===== config.mk =====
export PLATFORM = sky130hd
export DESIGN_NAME = fan_tacho_rpm_moving_average_top
export DESIGN_NICKNAME = d
export VERILOG_FILES = /design/src/sv/ftrma_pkg.sv /design/src/sv/fan_tacho_rpm_moving_average_top.sv /design/src/sv/ftrma_div.sv /design/src/sv/ftrma_datapath.sv /design/src/sv/ftrma_ctrl.sv
export VERILOG_INCLUDE_DIRS = /design/src /design/src/sv
export SDC_FILE = /design/constraint.sdc
export NUM_CORES = 2
export LEC_CHECK = 0
export BUFFER_PORTS_ARGS = -buffer_cell sky130_fd_sc_hd__buf_2
export CORE_MARGIN = 5
export CORE_UTILIZATION = 45
export CTS_CLUSTER_SIZE = 24
export DETAILED_ROUTE_END_ITERATION = 8
export PLACE_DENSITY = 0.62
export SETUP_SLACK_MARGIN = 0.2
export SYNTH_ARGS = -nofsm -noshare
export SYNTH_HDL_FRONTEND = slang
export SYNTH_SLANG_ARGS = --single-unit

===== constraint.sdc =====
create_clock -name clk -period 14.98 [get_ports clk]
set_clock_uncertainty 0.2 [all_clocks]
set_input_delay 0 -clock clk [delete_from_list [all_inputs] [get_ports clk]]
set_output_delay 0 -clock clk [all_outputs]
set_load 0.005 [all_outputs]

===== src/sv/assert_macros.svh =====
// Assertion macros for the fan tachometer speed meter.
// Expects signals named clk and rst_n in the scope of each use.
`ifndef ASSERT_MACROS_SVH
`define ASSERT_MACROS_SVH

// Checked only while the block is out of reset.
`define FTRMA_ASSERT(lbl, prop, msg) \
  lbl: assert property (@(posedge clk) disable iff (!rst_n) (prop)) else $error(msg);

// Checked at every clock edge, reset included.
`define FTRMA_ASSERT_ALWAYS(lbl, prop, msg) \
  lbl: assert property (@(posedge clk) (prop)) else $error(msg);

`endif


===== src/sv/ftrma_pkg.sv =====
// Package for the fan tachometer speed meter: widths, register indexes,
// reset values and the command and status types. No dependencies.
`default_nettype none

package ftrma_pkg;

  localparam int DivW       = 32;
  localparam int SpeedW     = 16;
  localparam int CfgIdxW    = 2;
  localparam int CfgDataW   = 32;
  localparam int InDataW    = 40;
  localparam int OutDataW   = 24;
  localparam int WindowSizeDefault = 30;

  localparam logic [CfgIdxW-1:0] RegRateNum  = 2'd0;
  localparam logic [CfgIdxW-1:0] RegUpperLim = 2'd1;
  localparam logic [CfgIdxW-1:0] RegLowerLim = 2'd2;

  localparam logic [DivW-1:0]   RateNumReset  = 32'd750000000;
  localparam logic [SpeedW-1:0] UpperLimReset = 16'd3300;
  localparam logic [SpeedW-1:0] LowerLimReset = 16'd50;

  typedef struct packed {
    logic accept;
    logic div_start;
    logic check;
    logic mul;
    logic avg;
    logic load_out;
  } ftrma_cmd_t;

  typedef struct packed {
    logic start_div;
    logic div_done;
    logic in_range;
  } ftrma_sts_t;

endpackage

`default_nettype wire


===== src/sv/fan_tacho_rpm_moving_average_top.sv =====
// Top level of the fan tachometer speed meter with moving average.
// Depends on ftrma_pkg, ftrma_ctrl, ftrma_datapath and assert_macros.svh.
//
//   Channel   Direction  Contents
//   in_       slave      tacho_level, counter_value
//   out_      master     average_rpm, edge_seen, reading_accepted
//   cfg_      write      rate_numerator, rpm_upper_limit, rpm_lower_limit
//
// A sample without an edge, or with a zero half period, goes from idle straight to
// the output load. An accepted edge is accepted, divided by the bit-serial divider,
// then updates the window, multiplies, forms the average and loads the output.
// A rejected edge goes from the range check straight to the output load. The output
// register holds a finished transaction while the next one is accepted; while it is
// still full, a finished transaction waits in the last state. Reset is synchronous and
// clears the window through per-entry valid bits, so no clearing pass is needed.
`default_nettype none

module fan_tacho_rpm_moving_average_top
  import ftrma_pkg::*;
#(
  parameter int WINDOW_SIZE = WindowSizeDefault
) (
  input  wire logic                clk,
  input  wire logic                rst_n,
  input  wire logic                in_tvalid,
  output logic                     in_tready,
  // [0] tacho_level, [32:1] counter_value, [39:33] zero
  input  wire logic [InDataW-1:0]  in_tdata,
  output logic                     out_tvalid,
  input  wire logic                out_tready,
  // [15:0] average_rpm, [16] edge_seen, [17] reading_accepted, [23:18] zero
  output logic [OutDataW-1:0]      out_tdata,
  input  wire logic                cfg_we,
  input  wire logic [CfgIdxW-1:0]  cfg_index,
  input  wire logic [CfgDataW-1:0] cfg_wdata
);

`include "assert_macros.svh"

  ftrma_cmd_t        cmd;
  ftrma_sts_t        sts;
  logic [SpeedW-1:0] average_rpm;
  logic              edge_seen;
  logic              reading_accepted;

  ftrma_ctrl u_ctrl (
    .clk        (clk),
    .rst_n      (rst_n),
    .in_tvalid  (in_tvalid),
    .in_tready  (in_tready),
    .out_tvalid (out_tvalid),
    .out_tready (out_tready),
    .sts        (sts),
    .cmd        (cmd)
  );

  ftrma_datapath #(
    .WINDOW_SIZE (WINDOW_SIZE)
  ) u_datapath (
    .clk              (clk),
    .rst_n            (rst_n),
    .cmd              (cmd),
    .sts              (sts),
    .tacho_level      (in_tdata[0]),
    .counter_value    (in_tdata[DivW:1]),
    .cfg_we           (cfg_we),
    .cfg_index        (cfg_index),
    .cfg_wdata        (cfg_wdata),
    .average_rpm      (average_rpm),
    .edge_seen        (edge_seen),
    .reading_accepted (reading_accepted)
  );

  assign out_tdata = {{(OutDataW - SpeedW - 2){1'b0}}, reading_accepted, edge_seen,
                      average_rpm};

  `FTRMA_ASSERT(a_one_at_a_time, (in_tvalid && in_tready) |=> !in_tready,
                "a second transaction was accepted while one was in progress")
  `FTRMA_ASSERT(a_load_when_free, cmd.load_out |-> (!out_tvalid || out_tready),
                "output register overwritten while still holding a transaction")
  `FTRMA_ASSERT(a_accept_needs_edge, out_tvalid |-> !(out_tdata[17] && !out_tdata[16]),
                "reading accepted on a sample without an edge")
  `FTRMA_ASSERT(a_div_start_idle, cmd.div_start |-> (cmd.accept && sts.start_div),
                "divider started outside an edge transaction")

endmodule

`default_nettype wire


===== src/sv/ftrma_div.sv =====
// Restoring divider, one quotient bit per cycle, for the speed reading.
// Depends on ftrma_pkg.
`default_nettype none

module ftrma_div
  import ftrma_pkg::*;
(
  input  wire logic            clk,
  input  wire logic            rst_n,
  input  wire logic            start,
  input  wire logic [DivW-1:0] dividend,
  input  wire logic [DivW-1:0] divisor,
  output logic                 done,
  output logic [DivW-1:0]      quotient
);

  localparam int CntW = $clog2(DivW);

  logic            busy_r, busy_nxt;
  logic [CntW-1:0] cnt_r, cnt_nxt;
  logic [DivW-1:0] quo_r, quo_nxt;
  logic [DivW-1:0] rem_r, rem_nxt;
  logic [DivW-1:0] den_r, den_nxt;
  logic [DivW:0]   rem_sh;
  logic [DivW:0]   rem_sub;

  assign rem_sh  = {rem_r, quo_r[DivW-1]};
  assign rem_sub = rem_sh - {1'b0, den_r};
  assign done     = busy_r && (cnt_r == CntW'(DivW - 1));
  assign quotient = quo_r;

  always_comb begin
    busy_nxt = busy_r;
    cnt_nxt  = cnt_r;
    quo_nxt  = quo_r;
    rem_nxt  = rem_r;
    den_nxt  = den_r;
    if (start) begin
      busy_nxt = 1'b1;
      cnt_nxt  = '0;
      quo_nxt  = dividend;
      rem_nxt  = '0;
      den_nxt  = divisor;
    end else if (busy_r) begin
      cnt_nxt = cnt_r + 1'b1;
      if (done) begin
        busy_nxt = 1'b0;
      end
      if (!rem_sub[DivW]) begin
        rem_nxt = rem_sub[DivW-1:0];
        quo_nxt = {quo_r[DivW-2:0], 1'b1};
      end else begin
        rem_nxt = rem_sh[DivW-1:0];
        quo_nxt = {quo_r[DivW-2:0], 1'b0};
      end
    end
  end

  always_ff @(posedge clk) begin
    if (!rst_n) begin
      busy_r <= 1'b0;
      cnt_r  <= '0;
    end else begin
      busy_r <= busy_nxt;
      cnt_r  <= cnt_nxt;
    end
    quo_r <= quo_nxt;
    rem_r <= rem_nxt;
    den_r <= den_nxt;
  end

endmodule

`default_nettype wire


===== src/sv/ftrma_datapath.sv =====
// Datapath: configuration registers, edge detection, divider, speed window
// memory, running sum, average and output data register. Depends on ftrma_pkg.
`default_nettype none

module ftrma_datapath
  import ftrma_pkg::*;
#(
  parameter int WINDOW_SIZE = WindowSizeDefault
) (
  input  wire logic                clk,
  input  wire logic                rst_n,
  input  wire ftrma_cmd_t          cmd,
  output ftrma_sts_t               sts,
  input  wire logic                tacho_level,
  input  wire logic [DivW-1:0]     counter_value,
  input  wire logic                cfg_we,
  input  wire logic [CfgIdxW-1:0]  cfg_index,
  input  wire logic [CfgDataW-1:0] cfg_wdata,
  output logic [SpeedW-1:0]        average_rpm,
  output logic                     edge_seen,
  output logic                     reading_accepted
);

  localparam int PtrW  = (WINDOW_SIZE > 1) ? $clog2(WINDOW_SIZE) : 1;
  localparam int LogW  = $clog2(WINDOW_SIZE);
  localparam int SumW  = SpeedW + LogW;
  localparam int Shift = SumW + LogW;
  localparam int RecW  = SumW + 1;
  localparam int ProdW = SumW + RecW;
  localparam logic [63:0] Recip = ((64'd1 << Shift) + 64'(WINDOW_SIZE) - 64'd1)
                                  / 64'(WINDOW_SIZE);

  logic [DivW-1:0]   rate_num_r;
  logic [SpeedW-1:0] upper_lim_r;
  logic [SpeedW-1:0] lower_lim_r;
  logic              last_level_r;
  logic [DivW-1:0]   last_edge_r;
  logic              edge_r;
  logic              acc_r;
  logic [PtrW-1:0]   ptr_r, ptr_nxt;
  logic [SumW-1:0]   sum_r;
  logic [ProdW-1:0]  prod_r;
  logic [SpeedW-1:0] avg_r;
  logic [WINDOW_SIZE-1:0] valid_r;
  logic [SpeedW-1:0] mem [WINDOW_SIZE];
  logic [SpeedW-1:0] rd_r;
  logic [SpeedW-1:0] old_speed;
  logic [SpeedW-1:0] avg_out_r;
  logic              edge_out_r;
  logic              acc_out_r;
  logic              edge_c;
  logic [DivW-1:0]   half_period;
  logic              div_done;
  logic [DivW-1:0]   quotient;
  logic [SpeedW-1:0] speed;
  logic              write_entry;

  assign edge_c      = tacho_level != last_level_r;
  assign half_period = counter_value - last_edge_r;
  assign speed       = quotient[SpeedW-1:0];
  assign old_speed   = valid_r[ptr_r] ? rd_r : '0;
  assign ptr_nxt     = (ptr_r == PtrW'(WINDOW_SIZE - 1)) ? '0 : ptr_r + 1'b1;

  assign sts.start_div = edge_c && (half_period != '0);
  assign sts.div_done  = div_done;
  assign sts.in_range  = (quotient < {{(DivW-SpeedW){1'b0}}, upper_lim_r}) &&
                         (quotient > {{(DivW-SpeedW){1'b0}}, lower_lim_r});
  assign write_entry   = cmd.check && sts.in_range;

  ftrma_div u_div (
    .clk      (clk),
    .rst_n    (rst_n),
    .start    (cmd.div_start),
    .dividend (rate_num_r),
    .divisor  (half_period),
    .done     (div_done),
    .quotient (quotient)
  );

  always_ff @(posedge clk) begin
    if (!rst_n) begin
      rate_num_r  <= RateNumReset;
      upper_lim_r <= UpperLimReset;
      lower_lim_r <= LowerLimReset;
    end else if (cfg_we) begin
      unique case (cfg_index)
        RegRateNum:  rate_num_r  <= cfg_wdata;
        RegUpperLim: upper_lim_r <= cfg_wdata[SpeedW-1:0];
        RegLowerLim: lower_lim_r <= cfg_wdata[SpeedW-1:0];
        default: ;
      endcase
    end
  end

  always_ff @(posedge clk) begin
    if (!rst_n) begin
      last_level_r <= 1'b0;
      last_edge_r  <= '0;
      ptr_r        <= '0;
      sum_r        <= '0;
      avg_r        <= '0;
      valid_r      <= '0;
    end else begin
      if (cmd.accept && edge_c) begin
        last_level_r <= tacho_level;
        last_edge_r  <= counter_value;
      end
      if (write_entry) begin
        sum_r          <= sum_r - SumW'(old_speed) + SumW'(speed);
        valid_r[ptr_r] <= 1'b1;
        ptr_r          <= ptr_nxt;
      end
      if (cmd.avg) begin
        avg_r <= prod_r[Shift +: SpeedW];
      end
    end
  end

  always_ff @(posedge clk) begin
    if (write_entry) begin
      mem[ptr_r] <= speed;
    end
    rd_r <= mem[ptr_r];
  end

  always_ff @(posedge clk) begin
    if (cmd.accept) begin
      edge_r <= edge_c;
      acc_r  <= 1'b0;
    end else if (write_entry) begin
      acc_r <= 1'b1;
    end
    if (cmd.mul) begin
      prod_r <= ProdW'(sum_r) * ProdW'(Recip[RecW-1:0]);
    end
    if (cmd.load_out) begin
      avg_out_r  <= avg_r;
      edge_out_r <= edge_r;
      acc_out_r  <= acc_r;
    end
  end

  assign average_rpm      = avg_out_r;
  assign edge_seen        = edge_out_r;
  assign reading_accepted = acc_out_r;

endmodule

`default_nettype wire


===== src/sv/ftrma_ctrl.sv =====
// Controller state machine: sequences accept, division, window update,
// average and output load. Depends on ftrma_pkg.
`default_nettype none

module ftrma_ctrl
  import ftrma_pkg::*;
(
  input  wire logic       clk,
  input  wire logic       rst_n,
  input  wire logic       in_tvalid,
  output logic            in_tready,
  output logic            out_tvalid,
  input  wire logic       out_tready,
  input  wire ftrma_sts_t sts,
  output ftrma_cmd_t      cmd
);

  localparam logic [2:0] StIdle = 3'd0;
  localparam logic [2:0] StDiv  = 3'd1;
  localparam logic [2:0] StChk  = 3'd2;
  localparam logic [2:0] StMul  = 3'd3;
  localparam logic [2:0] StAvg  = 3'd4;
  localparam logic [2:0] StDone = 3'd5;

  logic [2:0] state_r, state_nxt;
  logic       out_valid_r, out_valid_nxt;

  assign in_tready  = state_r == StIdle;
  assign out_tvalid = out_valid_r;

  always_comb begin
    state_nxt = state_r;
    cmd       = '0;
    unique case (state_r)
      StIdle: begin
        if (in_tvalid) begin
          cmd.accept = 1'b1;
          if (sts.start_div) begin
            cmd.div_start = 1'b1;
            state_nxt     = StDiv;
          end else begin
            state_nxt = StDone;
          end
        end
      end
      StDiv: begin
        if (sts.div_done) begin
          state_nxt = StChk;
        end
      end
      StChk: begin
        cmd.check = 1'b1;
        state_nxt = sts.in_range ? StMul : StDone;
      end
      StMul: begin
        cmd.mul   = 1'b1;
        state_nxt = StAvg;
      end
      StAvg: begin
        cmd.avg   = 1'b1;
        state_nxt = StDone;
      end
      StDone: begin
        if (!out_valid_r || out_tready) begin
          cmd.load_out = 1'b1;
          state_nxt    = StIdle;
        end
      end
      default: state_nxt = StIdle;
    endcase
  end

  always_comb begin
    out_valid_nxt = out_valid_r;
    if (cmd.load_out) begin
      out_valid_nxt = 1'b1;
    end else if (out_tready) begin
      out_valid_nxt = 1'b0;
    end
  end

  always_ff @(posedge clk) begin
    if (!rst_n) begin
      state_r     <= StIdle;
      out_valid_r <= 1'b0;
    end else begin
      state_r     <= state_nxt;
      out_valid_r <= out_valid_nxt;
    end
  end

endmodule

`default_nettype wire


# Word level (Yosys, flattened, before mapping)
# Memory sizes are Yosys's and may differ from the RTL's. A register that Yosys moved wholly into a read port is not among the register bits.
# Cells that the tools add are included.
dict set report totals {
  ff_bits 337
  ramBits 480
  in_bits 79
  output_inout_bits 26
  elab_cells 98
  n_memories 1
}
dict set report op_classes {
  addsub 6
  multipliers 1
  n_lt_le_gt_ge 4
  eq_ne 13
  muxes 31
  n_bitwise 2
  n_reduce_logical 18
}
# memory depth word_bits rd rd_ports_with_merged_regs wr line
set memory_table {}
lappend memory_table {u_datapath.mem 30 16 1 1 1 ftrma_datapath.sv:45} ;# logic [SpeedW-1:0] mem [WINDOW_SIZE];
# operator n
set op_table {}
lappend op_table {{2-to-1 mux 32 bit} 3}
lappend op_table {{multiplier 21 x 22 -> 42 bit (second input constant)} 1}
lappend op_table {{subtractor 33 x 32 -> 33 bit} 1}
lappend op_table {{greater-than comparator 32 x 16 -> 1 bit} 1}
lappend op_table {{less-than comparator 32 x 16 -> 1 bit} 1}
lappend op_table {{nonzero test 32 bit} 1}
lappend op_table {{subtractor 32 bit} 1}
lappend op_table {{bitwise OR 30 bit} 1}
lappend op_table {{adder 21 x 16 -> 21 bit} 1}
lappend op_table {{subtractor 21 x 16 -> 21 bit} 1}
lappend op_table {{case mux 3 bit (6 select lines)} 1}
lappend op_table {{2-to-1 mux 1 bit} 16}
lappend op_table {{2-to-1 mux 16 bit} 1}
lappend op_table {{2-to-1 mux 3 bit} 5}
lappend op_table {{adder 5 x 1 -> 5 bit (second input constant)} 2}
lappend op_table {{equality test 5 bit (second input constant)} 2}
lappend op_table {{equality test 3 x 2 -> 1 bit (second input constant)} 2}
lappend op_table {{equality test 3 bit (second input constant)} 2}
lappend op_table {{logical AND 1 bit} 6}
lappend op_table {{less-than comparator 5 x 6 -> 1 bit (second input constant)} 1}
lappend op_table {{AND reduction 2 bit} 3}
lappend op_table {{binary-select mux 1 bit (select 5 bit)} 1}
lappend op_table {{demux 1 bit (select 5 bit)} 1}
lappend op_table {{greater-or-equal comparator 5 x 1 -> 1 bit (second input constant)} 1}
lappend op_table {{16 further kinds} 19}

# Depth between registers and ports, before layout
dict set report depth {
  word_depth 7
  mapped_depth 26
  mapped_depth_nobuf 26
}

# Hierarchy
# A second synthesis with hierarchy kept.
dict set report hier_totals {
  cells_unflattened 3222
  area_unflattened_um2 40696.5
}
# module n_inst cells_per_inst area_each_um2
set modules_own_cells {}
lappend modules_own_cells {ftrma_datapath 1 2578 34421.8}
lappend modules_own_cells {ftrma_div 1 597 5930.7}
lappend modules_own_cells {ftrma_ctrl 1 38 280.3}
lappend modules_own_cells {fan_tacho_rpm_moving_average_top 1 9 63.8}

# Worst setup path after synthesis
# Ideal clock, no wire load.
dict set report synth_timing {
  path_kind {flip-flop to flip-flop}
  start {register u_datapath.sum_r[19]}
  end {register u_datapath.prod_r[41] (data pin)}
  t_arrival_ps 5380
  required_time_ps 14521
  slack_ps 9140
  stages_incl_launch_ff 24
  path_buffers 0
  synth_period_minus_slack_ps 5840
  path_cell_list {dfxtp_1 > inv_1 > ha_1 > ha_1 > or2_2 > fa_1 > inv_1 > fa_1 > fa_1 > inv_1 > fa_1 > ha_1 > ha_1 > nand3_1 > nor2_1 > nand3_1 > or3b_2 > a21oi_1 > o31ai_1 > a21oi_1 > a31oi_1 > o21bai_1 > a21oi_1 > xnor2_1}
}
dict set report synth_via {
  elab_chain_len 1
}
# item line
set synth_lines {}
lappend synth_lines {{start, declared} ftrma_datapath.sv:41} ;# logic [SumW-1:0] sum_r;
lappend synth_lines {{start signal, assigned} ftrma_datapath.sv:109} ;# sum_r <= sum_r - SumW'(old_speed) + SumW'(speed);
lappend synth_lines {{multiplier 21 x 22 -> 42 bit} ftrma_datapath.sv:134} ;# prod_r <= ProdW'(sum_r) * ProdW'(Recip[RecW-1:0]);
lappend synth_lines {{end signal, assigned} ftrma_datapath.sv:134}
lappend synth_lines {{end, declared} ftrma_datapath.sv:42} ;# logic [ProdW-1:0] prod_r;
# Every way passes these cells.
# A chain may end at the register's enable or synchronous reset.

# Final worst setup path
dict set report layout_timing {
  start {register u_datapath.ptr_r[0]}
  end {register u_datapath.sum_r[19]}
}
dict set report layout_via {
  elab_chain_len 5
}
# item line
set layout_lines {}
lappend layout_lines {{start, declared} ftrma_datapath.sv:40} ;# logic [PtrW-1:0] ptr_r, ptr_nxt;
lappend layout_lines {{start signal, assigned} ftrma_datapath.sv:111} ;# ptr_r <= ptr_nxt;
lappend layout_lines {{binary-select mux 1 bit (select 5 bit)} ftrma_datapath.sv:61} ;# assign old_speed = valid_r[ptr_r] ? rd_r : '0;
lappend layout_lines {{2-to-1 mux 1 bit (not written as such)} ftrma_datapath.sv:61}
lappend layout_lines {{2-to-1 mux 16 bit} ftrma_datapath.sv:61}
lappend layout_lines {{subtractor 21 x 16 -> 21 bit} ftrma_datapath.sv:109}
lappend layout_lines {{adder 21 x 16 -> 21 bit} ftrma_datapath.sv:109}
# Every way passes these cells. The select of a mux whose other input is x is not followed.

==> reports/qor.csv <==
stage,metric,value,unit
power_and_ir_drop,vdd_ir_drop_max,0.0000979,V
die,io_pins,105,
sta,fin_setup_tns,0,ns
setup_path,worstPathMaxFanout,43,
grt,gr-total-overflow,0,
grt,grt_pass1_wl,154,mm
worst_hold_path,timing.hold.worst_path_depth,0,
synth,synth_flop_cell,edfxtp_1,
synth,synth.avg_cell_area,12.8,um^2
grt,use_met3,0.0319,
drt,antenna_left,0,
setup_path,critPathArrivalTime,7.77,ns
cells_and_area,stdcell_count,4714,
die,initial_core_util,0.454,
power_and_ir_drop,power.density,124,nW/um^2
placement,gp_congestion,0.876,
cells_and_area,fin_util,0.533,
placement,io_buffers,91,
drt,initialDrtViolationCount,2109,
cts,cts_max_path_buffers,3,
sta,finalHoldViolations,0,
cts,cts_sinks,807,
drt,drcViolationCount,0,
cts,htree_levels,3,
synth,synth_cells,3142,
grt,grt_start_max_net_pins,88,
setup_path,crit_path_start_kind,flop,
cts,cts_tree,yes,
drt,post_drt_wl_per_cell,20.7,um
drt,wl,97.7,mm
placement,post-place-cells,4345,
power_and_ir_drop,p_leak,18.2,nW
grt,use_met2,0.350,
die,core,88400,um^2
drt,vias,26000,
setup_path,end_kind,flop,
grt,grt_pass1_vias,26800,
cells_and_area,diodes,0,
grt,gr-max-usage-layer,met2,
die,die_area,95200,um^2
synth,syn-cell-area,40100,um^2
setup_path,reg2regPathDepth,23,
sta,fin_crit_sh,0.495,
synth,synth-seq-area-share,0.547,
sta,rsz0062_at_grt,no,
die,core.rowCount,109,
power_and_ir_drop,power.total,5.85,mW
die,chipHeight,309,um
setup_path,worstPathRequired,15.34,ns
worst_hold_path,hold_path_class,flop to flop,
synth,synth_edf_count,579,
cts,root_buffer,clkbuf_16,
drt,via_per_inst,5.52,
cells_and_area,fill_cells,7231,
sta,fmax,135,MHz
sta,finalSetupViolations,0,
cells_and_area,synthToLayoutAreaGrowth,17.4,%
cells_and_area,final_nets,3927,
synth,ys_ff_latch,807,
setup_path,critPathKind,flop to flop,
cells_and_area,drive_gt1_frac,0.135,
cts,cts-buffers-inserted,85,
die,die_x,309,um
grt,use_met1,0.279,
cts,clock_latency,0.64,ns
grt,antenna_found_initial,1,
synth,synthArstFlopShare,0,
grt,grtUsageTotal,0.206,
synth,synth_cell_types,80,
drt,drt_pass1_iterations,6,
sta,drv_slew,0,
sta,min_period,7.41,ns
flow_run,cap_violations,0,
synth,yosysWarnings,0,
cts,cts_resized,0,
placement,dp_hpwl,63.2,mm
cts,clkTransAtPathRegs,0.06,ns
sta,hold_slack,0.232,ns
run_status,status,completed,
sta,slew_headroom,0.153,
sta,worst_pin_slew,1.27,ns
-- synth_stat cells (7+ instances only) --
master	number	area, um^2
and2_1	27	169
o31ai_1	11	82.6
xnor2_1	64	561
buf_4	8	60.1
o21bai_1	12	90.1
a22oi_1	54	405
o21ai_0	41	205
buf_1	15	56.3
mux2_4	30	450
mux4_2	117	2640
o21a_1	57	428
a21o_1	43	323
nor2_1	171	642
inv_1	316	1190
clkbuf_1	94	353
nand3_1	39	195
o211ai_1	21	158
edfxtp_1	579	17400
a211oi_1	38	285
xor2_1	25	219
nor3_1	28	140
or2_2	9	56.3
nand2b_1	21	131
ha_1	294	3680
and3_1	7	43.8
nor2b_1	24	150
nand2_1	277	1040
mux2_2	7	78.8
mux2i_1	60	601
dfxtp_1	228	4560
or3_1	7	43.8
fa_1	78	1560
a21oi_1	199	996
nand4_1	32	200
-- timing repair --
| item | CTS | global route |
|---|---|---|
| endpoints found under the hold margin | 168 | 0 |
| hold buffers | 209 | 0 |
| setup endpoints to repair | 0 | 0 |
| setup buffers | 0 | 0 |
-- cell usage in the layout (no fill, tap or decap), types with 43 or more instances in the layout --
master,Yosys,routed
dlygate4sd3_1,0,209
mux2i_1,60,60
buf_4,8,67
o21a_1,57,57
ha_1,294,294
nor2_1,171,167
buf_2,4,91
a22oi_1,54,54
a21oi_1,199,199
dfxtp_1,228,225
nand2_1,277,277
mux4_2,117,117
a21o_1,43,43
edfxtp_1,579,579
clkbuf_16,0,87
fa_1,78,78
inv_1,316,316
xnor2_1,64,63
-- area by class of cell --
type	instances	area, um^2	share of cell area
clock buffers	124	2440	0.0518
clock inverters	36	490	0.0104
inverters	318	1200	0.0254
multi-input cells	1897	16500	0.350
flip-flops and latches	807	22000	0.467
well taps	1165	1460	0.0310
repair buffers	367	3050	0.0648
-- stage by stage --
stage	setup WS (ns)	instance area [um^2]
floorplan	9.14	40100
global placement	7.51	42100
detailed placement	7.51	42100
CTS	7.45	47100
global route	6.98	47100
finish	7.57	47100
-- layer usage --
layer | wire length (um) | up-vias
li1 | - | 12100
met1 | 42000 | 13000
met2 | 47400 | 788
met3 | 6300 | 146
met4 | 2060 | 0
met5 | 0 | -
-- cell families (layout without fill, tap and decap cells) --
kind of cell             after synthesis  after routing  share of synthesized area
AO/OA/AOI/OAI                        536            536                     0.0875
multiplexers                         214            214                     0.0939
AND/OR/NAND/NOR                      680            680                     0.0779
XOR/XNOR                              89             89                     0.0194
other                                  1              6                  0.0000935
adder cells (fa/ha/maj)              372            372                      0.131
flip-flops                           807            807                      0.547
buffers and inverters                443            845                     0.0431
-- report_power, final --
group / internal, mW / leakage (nW) / total, mW / switching [mW]
clock network: 1.30 / 1.42 / 2.18 / 0.883
logic: 0.466 / 9.68 / 1.07 / 0.609
registers: 2.53 / 7.10 / 2.60 / 0.0695
total: 4.29 / 18.2 / 5.85 / 1.56
-- flip-flops by register name (all words and copies together) (netlist names), 21 cells and up --
name,cells
u_datapath.sum_r,21
u_datapath.mem,480
u_datapath.last_edge_r,32
u_datapath.u_div.den_r,32
u_datapath.valid_r,30
u_datapath.u_div.quotient,32
u_datapath.rate_num_r,32
u_datapath.u_div.rem_r,32
-- critical path, stage by stage, from the launching register on --
cell and delay (ns):
dfxtp_4 0.94, buf_4 0.63, buf_4 0.72, mux2i_1 0.30, o22ai_1 0.11, o31ai_1 0.26, o211ai_1 0.18, buf_4 0.23
and2_1 0.18, fa_1 0.54, inv_1 0.07, ha_1 0.30, a21o_1 0.18, a21o_1 0.19, a21o_1 0.20, o311a_1 0.32
a311oi_1 0.41, a21oi_1 0.20, a41oi_1 0.34, a21oi_1 0.15, a211oi_1 0.29, xnor2_1 0.16, mux2i_1 0.08, nor2_1 0.09
-- final timing paths --
path	end	slack (ns)	from
worst max-delay path	u_datapath.sum_r[19]	7.57	u_datapath.ptr_r[0]
worst min-delay path	u_datapath.average_rpm[14]	0.23	u_datapath.avg_r[14]
worst max register to register	u_datapath.sum_r[19]	7.57	u_datapath.ptr_r[0]
worst min register to register	u_datapath.average_rpm[14]	0.23	u_datapath.avg_r[14]
(Power assumes the default switching activity.)
